`src/design/trd_pkg.sv`:
```
// Shared types and constants for the touch report decoder.
// No dependencies; every other design file imports this package.
package trd_pkg;

   localparam int REPORT_BYTES = 8;
   localparam int POS_W        = $clog2(REPORT_BYTES);
   localparam int HELD_BYTES   = REPORT_BYTES - 1;
   localparam logic [POS_W-1:0] LAST_POS = POS_W'(REPORT_BYTES - 1);

   localparam int COORD_W  = 12;
   localparam int SECOND_W = 14;
   localparam logic [COORD_W-1:0] DELTA_HALF = 12'd2048;

   localparam logic [7:0] HEADER_CODE   = 8'h52;
   localparam logic [7:0] PROX_NEAR     = 8'h80;
   localparam logic [7:0] PROX_FAR      = 8'h40;
   localparam logic [7:0] ALL_ONES      = 8'hFF;
   localparam logic [7:0] KEY_NONE      = 8'h00;
   localparam logic [7:0] KEY_CODE_MENU = 8'h01;
   localparam logic [7:0] KEY_HOME      = 8'h02;

   localparam logic [1:0] KIND_INVALID = 2'd0;
   localparam logic [1:0] KIND_PROX    = 2'd1;
   localparam logic [1:0] KIND_TOUCH   = 2'd2;

   localparam int CSR_IDX_W  = 3;
   localparam int CSR_DATA_W = 12;
   localparam logic [CSR_IDX_W-1:0] CSR_SWAP_XY    = 3'd0;
   localparam logic [CSR_IDX_W-1:0] CSR_MENU_KEY_X = 3'd1;
   localparam logic [CSR_IDX_W-1:0] CSR_MENU_KEY_Y = 3'd2;
   localparam logic [CSR_IDX_W-1:0] CSR_HOME_KEY_X = 3'd3;
   localparam logic [CSR_IDX_W-1:0] CSR_HOME_KEY_Y = 3'd4;
   localparam logic [CSR_IDX_W-1:0] CSR_BACK_KEY_X = 3'd5;
   localparam logic [CSR_IDX_W-1:0] CSR_BACK_KEY_Y = 3'd6;

   localparam int QUEUE_DEPTH_DEFAULT = 2;

   typedef enum logic [2:0] {
      CLS_INVALID,
      CLS_NEAR,
      CLS_FAR,
      CLS_RELEASE,
      CLS_KEY,
      CLS_SINGLE,
      CLS_DUAL
   } report_class_type;

   typedef enum logic [1:0] {
      KEY_SEL_MENU,
      KEY_SEL_HOME,
      KEY_SEL_BACK
   } key_sel_type;

   typedef struct packed {
      report_class_type   cls;
      key_sel_type        key;
      logic [COORD_W-1:0] px;
      logic [COORD_W-1:0] py;
      logic [COORD_W-1:0] dx;
      logic [COORD_W-1:0] dy;
   } entry_type;

   typedef struct packed {
      logic               swap_xy;
      logic [COORD_W-1:0] menu_key_x;
      logic [COORD_W-1:0] menu_key_y;
      logic [COORD_W-1:0] home_key_x;
      logic [COORD_W-1:0] home_key_y;
      logic [COORD_W-1:0] back_key_x;
      logic [COORD_W-1:0] back_key_y;
   } csr_type;

endpackage

```
`src/design/trd_if.sv`:
```
// Valid/ready channel interfaces for report bytes and decoded results.
// Depends on trd_pkg for field widths.
interface trd_req_if;
   import trd_pkg::*;
   logic       valid;
   logic       ready;
   logic [7:0] report_byte;
   logic       report_start;

   modport source (output valid, output report_byte, output report_start, input ready);
   modport sink (input valid, input report_byte, input report_start, output ready);
endinterface

interface trd_rsp_if;
   import trd_pkg::*;
   logic                       valid;
   logic                       ready;
   logic [1:0]                 report_kind;
   logic                       is_far;
   logic [1:0]                 point_count;
   logic [COORD_W-1:0]         first_x;
   logic [COORD_W-1:0]         first_y;
   logic signed [SECOND_W-1:0] second_x;
   logic signed [SECOND_W-1:0] second_y;

   modport source (output valid, output report_kind, output is_far, output point_count,
                   output first_x, output first_y, output second_x, output second_y,
                   input ready);
   modport sink (input valid, input report_kind, input is_far, input point_count,
                 input first_x, input first_y, input second_x, input second_y,
                 output ready);
endinterface

```
`src/design/trd_front.sv`:
```
// Front end: collects report bytes, keeps the running sum and classifies
// each complete report. Depends on trd_pkg and trd_req_if.
module trd_front (
   input  logic               clock,
   input  logic               reset,
   trd_req_if.sink            req_ch,
   output logic               push_valid,
   input  logic               push_ready,
   output trd_pkg::entry_type push_data
);
   import trd_pkg::*;

   logic [POS_W-1:0] pos_ff, pos_in;
   logic [7:0]       sum_ff, sum_in;
   logic [7:0]       held_ff [HELD_BYTES];
   logic [POS_W-1:0] pos_eff;
   logic [7:0]       sum_eff;
   logic             is_last;
   logic             accept;
   logic [7:0]       byte_val;
   logic             all_ones;
   entry_type        entry;

   assign byte_val = req_ch.report_byte;
   assign pos_eff  = req_ch.report_start ? '0 : pos_ff;
   assign sum_eff  = req_ch.report_start ? '0 : sum_ff;
   assign is_last  = (pos_eff == LAST_POS);

   // A byte that completes a report needs a free queue slot.
   assign req_ch.ready = (pos_ff != LAST_POS) || push_ready;
   assign accept       = req_ch.valid && req_ch.ready;

   always_comb begin
      pos_in = pos_ff;
      sum_in = sum_ff;
      if (accept) begin
         if (is_last) begin
            pos_in = '0;
            sum_in = '0;
         end else begin
            pos_in = pos_eff + POS_W'(1);
            sum_in = sum_eff + byte_val;
         end
      end
   end

   always_ff @(posedge clock) begin
      if (reset) begin
         pos_ff <= '0;
         sum_ff <= '0;
      end else begin
         pos_ff <= pos_in;
         sum_ff <= sum_in;
      end
   end

   always_ff @(posedge clock) begin
      for (int i = 0; i < HELD_BYTES; i++) begin
         if (accept && !is_last && pos_eff == POS_W'(i)) begin
            held_ff[i] <= byte_val;
         end
      end
   end

   assign all_ones = (held_ff[1] == ALL_ONES) && (held_ff[2] == ALL_ONES) &&
                     (held_ff[3] == ALL_ONES) && (held_ff[4] == ALL_ONES) &&
                     (held_ff[6] == ALL_ONES);

   always_comb begin
      entry.px  = {held_ff[1][7:4], held_ff[2]};
      entry.py  = {held_ff[1][3:0], held_ff[3]};
      entry.dx  = {held_ff[4][7:4], held_ff[5]};
      entry.dy  = {held_ff[4][3:0], held_ff[6]};
      entry.key = KEY_SEL_BACK;
      if (held_ff[5] == KEY_CODE_MENU) begin
         entry.key = KEY_SEL_MENU;
      end else if (held_ff[5] == KEY_HOME) begin
         entry.key = KEY_SEL_HOME;
      end
      // Proximity codes in byte 5 win over header and checksum checks.
      priority if (held_ff[5] == PROX_NEAR) begin
         entry.cls = CLS_NEAR;
      end else if (held_ff[5] == PROX_FAR) begin
         entry.cls = CLS_FAR;
      end else if ((8'h00 - sum_ff) != byte_val || held_ff[0] != HEADER_CODE) begin
         entry.cls = CLS_INVALID;
      end else if (all_ones) begin
         if (held_ff[5] == KEY_NONE || held_ff[5] == ALL_ONES) begin
            entry.cls = CLS_RELEASE;
         end else begin
            entry.cls = CLS_KEY;
         end
      end else if (entry.dx == '0 && entry.dy == '0) begin
         entry.cls = CLS_SINGLE;
      end else begin
         entry.cls = CLS_DUAL;
      end
   end

   assign push_valid = req_ch.valid && is_last && push_ready;
   assign push_data  = entry;

endmodule

```
`src/design/trd_queue.sv`:
```
// Short queue of classified reports between front and back ends.
// Depends on trd_pkg for the entry type.
module trd_queue #(
   parameter int DEPTH = trd_pkg::QUEUE_DEPTH_DEFAULT
) (
   input  logic               clock,
   input  logic               reset,
   input  logic               push_valid,
   output logic               push_ready,
   input  trd_pkg::entry_type push_data,
   output logic               pop_valid,
   input  logic               pop_ready,
   output trd_pkg::entry_type pop_data
);
   import trd_pkg::*;

   localparam int PTR_W = (DEPTH > 1) ? $clog2(DEPTH) : 1;
   localparam int CNT_W = $clog2(DEPTH + 1);

   entry_type        mem_ff [DEPTH];
   logic [PTR_W-1:0] wr_ptr_ff, wr_ptr_in;
   logic [PTR_W-1:0] rd_ptr_ff, rd_ptr_in;
   logic [CNT_W-1:0] count_ff, count_in;
   logic             do_push;
   logic             do_pop;

   assign push_ready = (count_ff != CNT_W'(DEPTH));
   assign pop_valid  = (count_ff != '0);
   assign pop_data   = mem_ff[rd_ptr_ff];
   assign do_push    = push_valid && push_ready;
   assign do_pop     = pop_valid && pop_ready;

   always_comb begin
      wr_ptr_in = wr_ptr_ff;
      rd_ptr_in = rd_ptr_ff;
      count_in  = count_ff;
      if (do_push) begin
         wr_ptr_in = (wr_ptr_ff == PTR_W'(DEPTH - 1)) ? '0 : wr_ptr_ff + PTR_W'(1);
      end
      if (do_pop) begin
         rd_ptr_in = (rd_ptr_ff == PTR_W'(DEPTH - 1)) ? '0 : rd_ptr_ff + PTR_W'(1);
      end
      if (do_push && !do_pop) begin
         count_in = count_ff + CNT_W'(1);
      end else if (do_pop && !do_push) begin
         count_in = count_ff - CNT_W'(1);
      end
   end

   always_ff @(posedge clock) begin
      if (reset) begin
         wr_ptr_ff <= '0;
         rd_ptr_ff <= '0;
         count_ff  <= '0;
      end else begin
         wr_ptr_ff <= wr_ptr_in;
         rd_ptr_ff <= rd_ptr_in;
         count_ff  <= count_in;
      end
   end

   always_ff @(posedge clock) begin
      if (do_push) begin
         mem_ff[wr_ptr_ff] <= push_data;
      end
   end

endmodule

```
`src/design/trd_back.sv`:
```
// Back end: turns a classified report into result fields and holds them in
// the output register. Depends on trd_pkg and trd_rsp_if.
module trd_back (
   input  logic               clock,
   input  logic               reset,
   input  trd_pkg::csr_type   csr,
   input  logic               pop_valid,
   output logic               pop_ready,
   input  trd_pkg::entry_type pop_data,
   trd_rsp_if.source          rsp_ch
);
   import trd_pkg::*;

   logic                       valid_ff, valid_in;
   logic [1:0]                 kind_ff, kind_in;
   logic                       far_ff, far_in;
   logic [1:0]                 count_ff, count_in;
   logic [COORD_W-1:0]         fx_ff, fx_in;
   logic [COORD_W-1:0]         fy_ff, fy_in;
   logic signed [SECOND_W-1:0] sx_ff, sx_in;
   logic signed [SECOND_W-1:0] sy_ff, sy_in;
   logic signed [SECOND_W-1:0] dx_ext;
   logic signed [SECOND_W-1:0] dy_ext;
   logic signed [SECOND_W-1:0] sum_x;
   logic signed [SECOND_W-1:0] sum_y;
   logic                       load;

   assign pop_ready = !valid_ff || rsp_ch.ready;
   assign load      = pop_valid && pop_ready;

   // Raw deltas above half range stand for negative values (raw - 4096).
   assign dx_ext = (pop_data.dx > DELTA_HALF) ? {2'b11, pop_data.dx} : {2'b00, pop_data.dx};
   assign dy_ext = (pop_data.dy > DELTA_HALF) ? {2'b11, pop_data.dy} : {2'b00, pop_data.dy};
   assign sum_x  = dx_ext + $signed({2'b00, pop_data.px});
   assign sum_y  = dy_ext + $signed({2'b00, pop_data.py});

   always_comb begin
      kind_in  = KIND_TOUCH;
      far_in   = 1'b0;
      count_in = 2'd0;
      fx_in    = '0;
      fy_in    = '0;
      sx_in    = '0;
      sy_in    = '0;
      unique case (pop_data.cls)
         CLS_INVALID: kind_in = KIND_INVALID;
         CLS_NEAR: kind_in = KIND_PROX;
         CLS_FAR: begin
            kind_in = KIND_PROX;
            far_in  = 1'b1;
         end
         CLS_RELEASE: count_in = 2'd0;
         CLS_KEY: begin
            count_in = 2'd1;
            unique case (pop_data.key)
               KEY_SEL_MENU: begin
                  fx_in = csr.menu_key_x;
                  fy_in = csr.menu_key_y;
               end
               KEY_SEL_HOME: begin
                  fx_in = csr.home_key_x;
                  fy_in = csr.home_key_y;
               end
               default: begin
                  fx_in = csr.back_key_x;
                  fy_in = csr.back_key_y;
               end
            endcase
         end
         CLS_SINGLE: begin
            count_in = 2'd1;
            fx_in    = csr.swap_xy ? pop_data.py : pop_data.px;
            fy_in    = csr.swap_xy ? pop_data.px : pop_data.py;
         end
         CLS_DUAL: begin
            count_in = 2'd2;
            fx_in    = csr.swap_xy ? pop_data.py : pop_data.px;
            fy_in    = csr.swap_xy ? pop_data.px : pop_data.py;
            sx_in    = csr.swap_xy ? sum_y : sum_x;
            sy_in    = csr.swap_xy ? sum_x : sum_y;
         end
         default: kind_in = KIND_INVALID;
      endcase
   end

   always_comb begin
      valid_in = valid_ff;
      if (load) begin
         valid_in = 1'b1;
      end else if (rsp_ch.ready) begin
         valid_in = 1'b0;
      end
   end

   always_ff @(posedge clock) begin
      if (reset) begin
         valid_ff <= 1'b0;
      end else begin
         valid_ff <= valid_in;
      end
   end

   always_ff @(posedge clock) begin
      if (load) begin
         kind_ff  <= kind_in;
         far_ff   <= far_in;
         count_ff <= count_in;
         fx_ff    <= fx_in;
         fy_ff    <= fy_in;
         sx_ff    <= sx_in;
         sy_ff    <= sy_in;
      end
   end

   assign rsp_ch.valid       = valid_ff;
   assign rsp_ch.report_kind = kind_ff;
   assign rsp_ch.is_far      = far_ff;
   assign rsp_ch.point_count = count_ff;
   assign rsp_ch.first_x     = fx_ff;
   assign rsp_ch.first_y     = fy_ff;
   assign rsp_ch.second_x    = sx_ff;
   assign rsp_ch.second_y    = sy_ff;

endmodule

```
`src/design/touch_report_decoder.sv`:
```
// Touch report decoder top level: register file, front end, queue, back end.
// Takes one report byte per cycle unless the queue is full at the eighth byte; that byte
// writes the decoded report into the queue, and the output register loads it from there.
// The queue holds up to QUEUE_DEPTH decoded reports while the result side stalls.
// Reset clears the byte count, running sum, queue, output valid and all
// configuration registers; held report bytes are not cleared.
module touch_report_decoder #(
   parameter int QUEUE_DEPTH = trd_pkg::QUEUE_DEPTH_DEFAULT
) (
   input  logic                               clock,
   input  logic                               reset,
   trd_req_if.sink                            req_ch,
   trd_rsp_if.source                          rsp_ch,
   input  logic                               csr_wr_en,
   input  logic [trd_pkg::CSR_IDX_W-1:0]      csr_index,
   input  logic [trd_pkg::CSR_DATA_W-1:0]     csr_wr_data
);
   import trd_pkg::*;

   csr_type   csr_ff, csr_in;
   logic      push_valid;
   logic      push_ready;
   entry_type push_data;
   logic      pop_valid;
   logic      pop_ready;
   entry_type pop_data;

   always_comb begin
      csr_in = csr_ff;
      if (csr_wr_en) begin
         unique case (csr_index)
            CSR_SWAP_XY:    csr_in.swap_xy    = csr_wr_data[0];
            CSR_MENU_KEY_X: csr_in.menu_key_x = csr_wr_data[COORD_W-1:0];
            CSR_MENU_KEY_Y: csr_in.menu_key_y = csr_wr_data[COORD_W-1:0];
            CSR_HOME_KEY_X: csr_in.home_key_x = csr_wr_data[COORD_W-1:0];
            CSR_HOME_KEY_Y: csr_in.home_key_y = csr_wr_data[COORD_W-1:0];
            CSR_BACK_KEY_X: csr_in.back_key_x = csr_wr_data[COORD_W-1:0];
            CSR_BACK_KEY_Y: csr_in.back_key_y = csr_wr_data[COORD_W-1:0];
            default:        csr_in = csr_ff;
         endcase
      end
   end

   always_ff @(posedge clock) begin
      if (reset) begin
         csr_ff <= '0;
      end else begin
         csr_ff <= csr_in;
      end
   end

   trd_front u_front (
      .clock      (clock),
      .reset      (reset),
      .req_ch     (req_ch),
      .push_valid (push_valid),
      .push_ready (push_ready),
      .push_data  (push_data)
   );

   trd_queue #(
      .DEPTH (QUEUE_DEPTH)
   ) u_queue (
      .clock      (clock),
      .reset      (reset),
      .push_valid (push_valid),
      .push_ready (push_ready),
      .push_data  (push_data),
      .pop_valid  (pop_valid),
      .pop_ready  (pop_ready),
      .pop_data   (pop_data)
   );

   trd_back u_back (
      .clock     (clock),
      .reset     (reset),
      .csr       (csr_ff),
      .pop_valid (pop_valid),
      .pop_ready (pop_ready),
      .pop_data  (pop_data),
      .rsp_ch    (rsp_ch)
   );

endmodule
```
`src/flat_wrapper.sv`:
```
// flat-port wrapper written by rule: the top's interface ports become plain ports
module touch_report_decoder_flat import trd_pkg::*;
#(
   parameter int QUEUE_DEPTH = trd_pkg::QUEUE_DEPTH_DEFAULT
)
  (clock, reset, csr_wr_en, csr_index, csr_wr_data, req_ch_valid, req_ch_report_byte, req_ch_report_start, req_ch_ready, rsp_ch_valid, rsp_ch_report_kind, rsp_ch_is_far, rsp_ch_point_count, rsp_ch_first_x, rsp_ch_first_y, rsp_ch_second_x, rsp_ch_second_y, rsp_ch_ready);
  trd_req_if req_ch_i ();
  trd_rsp_if rsp_ch_i ();
  input  logic clock;
  input  logic reset;
  input  logic csr_wr_en;
  input  logic [trd_pkg::CSR_IDX_W-1:0] csr_index;
  input  logic [trd_pkg::CSR_DATA_W-1:0] csr_wr_data;
  input wire logic [$bits(req_ch_i.valid)-1:0] req_ch_valid;
  input wire logic [$bits(req_ch_i.report_byte)-1:0] req_ch_report_byte;
  input wire logic [$bits(req_ch_i.report_start)-1:0] req_ch_report_start;
  output wire logic [$bits(req_ch_i.ready)-1:0] req_ch_ready;
  output wire logic [$bits(rsp_ch_i.valid)-1:0] rsp_ch_valid;
  output wire logic [$bits(rsp_ch_i.report_kind)-1:0] rsp_ch_report_kind;
  output wire logic [$bits(rsp_ch_i.is_far)-1:0] rsp_ch_is_far;
  output wire logic [$bits(rsp_ch_i.point_count)-1:0] rsp_ch_point_count;
  output wire logic [$bits(rsp_ch_i.first_x)-1:0] rsp_ch_first_x;
  output wire logic [$bits(rsp_ch_i.first_y)-1:0] rsp_ch_first_y;
  output wire logic [$bits(rsp_ch_i.second_x)-1:0] rsp_ch_second_x;
  output wire logic [$bits(rsp_ch_i.second_y)-1:0] rsp_ch_second_y;
  input wire logic [$bits(rsp_ch_i.ready)-1:0] rsp_ch_ready;
  assign req_ch_i.valid = req_ch_valid;
  assign req_ch_i.report_byte = req_ch_report_byte;
  assign req_ch_i.report_start = req_ch_report_start;
  assign req_ch_ready = req_ch_i.ready;
  assign rsp_ch_valid = rsp_ch_i.valid;
  assign rsp_ch_report_kind = rsp_ch_i.report_kind;
  assign rsp_ch_is_far = rsp_ch_i.is_far;
  assign rsp_ch_point_count = rsp_ch_i.point_count;
  assign rsp_ch_first_x = rsp_ch_i.first_x;
  assign rsp_ch_first_y = rsp_ch_i.first_y;
  assign rsp_ch_second_x = rsp_ch_i.second_x;
  assign rsp_ch_second_y = rsp_ch_i.second_y;
  assign rsp_ch_i.ready = rsp_ch_ready;
  touch_report_decoder #(.QUEUE_DEPTH(QUEUE_DEPTH)) u_core (.clock(clock), .reset(reset), .req_ch(req_ch_i), .rsp_ch(rsp_ch_i), .csr_wr_en(csr_wr_en), .csr_index(csr_index), .csr_wr_data(csr_wr_data));
endmodule
```
`config.mk`:
```
export PLATFORM = sky130hd
export DESIGN_NAME = touch_report_decoder_flat
export DESIGN_NICKNAME = d
export VERILOG_FILES = /design/src/design/trd_pkg.sv /design/src/design/trd_if.sv /design/src/design/trd_front.sv /design/src/design/trd_queue.sv /design/src/design/trd_back.sv /design/src/design/touch_report_decoder.sv /design/src/flat_wrapper.sv
export SDC_FILE = /design/constraint.sdc
export NUM_CORES = 1
export LEC_CHECK = 0
export ABC_AREA = 1
export BUFFER_PORTS_ARGS = -buffer_cell sky130_fd_sc_hd__buf_2
export CORE_MARGIN = 2
export CORE_UTILIZATION = 45
export CTS_CLUSTER_SIZE = 24
export DETAILED_ROUTE_END_ITERATION = 6
export SLEW_MARGIN = 20
export SYNTH_ARGS = -nofsm -noshare
export SYNTH_HDL_FRONTEND = slang
export SYNTH_HIERARCHICAL = 1
export SYNTH_SLANG_ARGS = --single-unit
```
`constraint.sdc`:
```
create_clock -name clock -period 5.7 [get_ports clock]
set_input_delay 0.285 -clock clock [delete_from_list [all_inputs] [get_ports clock]]
set_output_delay 0.285 -clock clock [all_outputs]
set_load 0.01 [all_outputs]
```
==> impl_metrics.csv <==
group,metric,value,unit
run_status,outcome,"completed",
logic_synthesis,synthMuxAreaShare,0.0509,
route,ant_nets,0,
clock_network,cts_root_buffer,"clkbuf_16",
critical_path,critPathSlowestCell,"dfxtp_4",
logic_synthesis,synth_cell_type_count,41,
pwr,power_frac_seq,0.402,
clock_network,clockBufferDepth,3,
logic_synthesis,synth_warnings,6,
timing,fin_worst_skew,0.0161,ns
critical_path,crit_required,5.97,ns
critical_path,cp-start-kind,"flop",
timing,maxSlewHeadroom,0.330,
grt,grt_pass1_vias,10700,
critical_path,cp_num_buf_inv,0,
logic_synthesis,synth_fa_ha_area_frac,0.0355,
pwr,internal-power,4820,uW
route,routed_wl,37600,um
final_layout,postLayoutCoreUtil,0.515,
grt,antenna_found_initial,0,
timing,totalNegativeSetupSlack,0,ns
grt,track_usage,0.214,
grt,grt_max_degree,74,
critical_path,cp.arrival,3.40,ns
route,first_pass_iters,6,
die,rows,67,
die,pin_count,88,
critical_path,max_stage_delay,0.97,ns
clock_network,cts.clk_slew.worst_paths,0.06,ns
clock_network,post_cts_resize_count,0,
logic_synthesis,synth_top_family_by_area,"simple AND/OR/NAND/NOR gates",
pwr,ir_drop,0.243,mV
clock_network,post_cts_buffers,0,
clock_network,cts_tree,"yes",
clock_network,htree_levels,2,
place,place_congestion,0.912,
clock_network,clock_sinks,309,
route,wire_per_inst,16.9,um
route,drc,0,
logic_synthesis,yosys.area_share.simple,0.254,
pwr,swShare,0.330,
route,via_per_inst,5.06,
logic_synthesis,synth_fp_nets,1748,
clock_network,cts_hold_buf,0,
final_layout,layout_common_cells,"nand2_1, nor2_1, edfxtp_1",
hold_path,hold_class,"in2reg",
logic_synthesis,syn_area,0.0154,mm2
timing,timing.final.max_slew_violations,0,
logic_synthesis,syn_inst,1677,
critical_path,path_cells,"mux2_4, ha_1, fa_1, nand3_1, nand3_2, nand2_2, nand2_2, xnor2_1, nand2_1, nand2_1, nor2_1",
pwr,switching_power,2370,uW
logic_synthesis,synth.avg_cell_area,9.20,um2
final_layout,drive_above_1_share,0.144,
clock_network,cts_buffers,35,
die,die_h,189,um
die,core_area,0.0336,mm2
critical_path,worst_setup_path_end_kind,"flop",
pwr,p_comb_frac,0.285,
place,port_buffers,87,
final_layout,num-nets-final,1825,
grt,grt_pass1_wl,59400,um
logic_synthesis,synth-xor-area-share,0.00965,
clock_network,clock_latency,0.53,ns
timing,fin_crit,3.12,ns
critical_path,crit_family,"flip-flops",
route,drt-initial-drc-count,868,
timing,hold-worst-slack,0.143,ns
timing,setup_violations,0,
place,dpl.hpwl,26300,um
job,maxCapViolations,0,
timing,fin_crit_sh,0.548,
die,start_util,0.459,
timing,hold_viol_final,0,
final_layout,area_growth,12.2,%
pwr,pwr-share-clk,0.313,
final_layout,n_antenna_cell,0,
route,num_vias,11300,
die,dieArea,0.0358,mm2
pwr,p_per_area,415,mW/mm2
critical_path,crit_fanout,53,
grt,grt_overflow,0,
timing,rsz0062_at_grt,"false",
critical_path,critPathKind,"reg2reg",
final_layout,final_common_cell,"nand2_1",
die,fp.dieW,189,um
timing,worstMarginPinSlew,1.01,ns
logic_synthesis,synth_compound_area_frac,0.0409,
timing,fmax,320,MHz
pwr,p_leak,0.00735,uW
logic_synthesis,ys_ff_latch,309,
logic_synthesis,ys_seq_area_frac,0.543,
-- flip-flops by register name, indices dropped and copies added, names as in the netlist, named ones only --
signal,flops
u_core/u_queue/mem_ff,106
u_core/csr_ff,73
u_core/u_front/held_ff,56
u_core/u_back/rsp_ch.second_x,14
u_core/u_back/rsp_ch.second_y,14
u_core/u_back/rsp_ch.first_x,12
u_core/u_back/rsp_ch.first_y,12
u_core/u_front/sum_ff,8
u_core/u_front/pos_ff,3
u_core/u_back/rsp_ch.point_count,2
u_core/u_back/rsp_ch.report_kind,2
u_core/u_queue/count_ff,2
u_core/u_back/rsp_ch.is_far,1
u_core/u_back/rsp_ch.valid,1
u_core/u_queue/rd_ptr_ff,1
u_core/u_queue/wr_ptr_ff,1
-- path summary, 6_finish.rpt --
check	startpoint	to	slack, ns	depth (start not counted)
worst min register to register	u_core/u_front/held_ff[3][7]	u_core/u_queue/mem_ff[1][31]	0.48	0
worst min-delay path	req_ch_report_byte[0]	u_core/u_front/held_ff[0][0]	0.14	1
worst max register to register	flop	u_core/u_back/rsp_ch.second_x[8]	2.58	11
worst max-delay path	flop	u_core/u_back/rsp_ch.second_x[8]	2.58	11
-- logic make-up after synthesis --
kind of cell,count (synthesis)
AOI/OAI and AO/OA,96
xor gates and xnor gates,17
adders and majority gates,42
buffers and inverters,219
DFF,309
muxes,53
and+or+nand+nor,941
-- metal layers --
layer,vias to the layer above,GRT usage,wire (um)
met5,-,0,0
met4,0,0.0598,860
met3,48,0.0285,2040
met2,291,0.347,17200
met1,5277,0.301,17500
li1,5673,-,-
-- cells in the mapped netlist (all sizes together) --
cell | instances | area (um2)
buf | 51 | 389
fa | 3 | 60.1
o21ai | 23 | 130
nor3 | 8 | 40.0
a32o | 22 | 220
mux2 | 53 | 785
xor2 | 7 | 61.3
a31oi | 3 | 18.8
inv | 160 | 601
and2 | 7 | 43.8
a21o | 2 | 15.0
edfxtp | 219 | 6580
nand3b | 3 | 22.5
o21bai | 3 | 22.5
nand4 | 14 | 87.6
nor4 | 2 | 12.5
nand3 | 155 | 801
nor3b | 3 | 22.5
ha | 39 | 488
clkbuf | 8 | 30.0
nor2 | 294 | 1150
nand2 | 454 | 1720
a22o | 2 | 17.5
a21oi | 40 | 200
o22ai | 1 | 6.26
or2 | 1 | 8.76
dfxtp | 90 | 1800
xnor2 | 10 | 87.6
-- area by class of cell --
class                   count  area, um2
clock inverters            24        263
repair buffers             99        526
clock buffers              40        905
fillers                  3146      16300
well taps                 448        561
flip-flops and latches    309       8380
inverters                 160        603
multi-input cells        1149       6070
-- per-stage QoR --
step	instance area (um2)	cells	total power (uW)	setup WS, ns
global route	17300	2229	7600	2.39
detailed placement	16100	2165	4990	2.57
CTS	17300	2229	7250	2.57
global placement	16100	2165	4970	2.61
floorplan	15400	1677	4420	1.77
finish	17300	2229	7190	2.58
-- power groups by stage --
stage	combinational [uW]	sequential [uW]	clock, uW
2_1_floorplan	1470	2950	0
6_report	2050	2890	2250
3_3_place_gp	2030	2930	0
3_5_place_dp	2050	2940	0
5_1_grt	2280	2920	2400
4_1_cts	2050	2900	2300
Power figures use the tool's default switching activity.
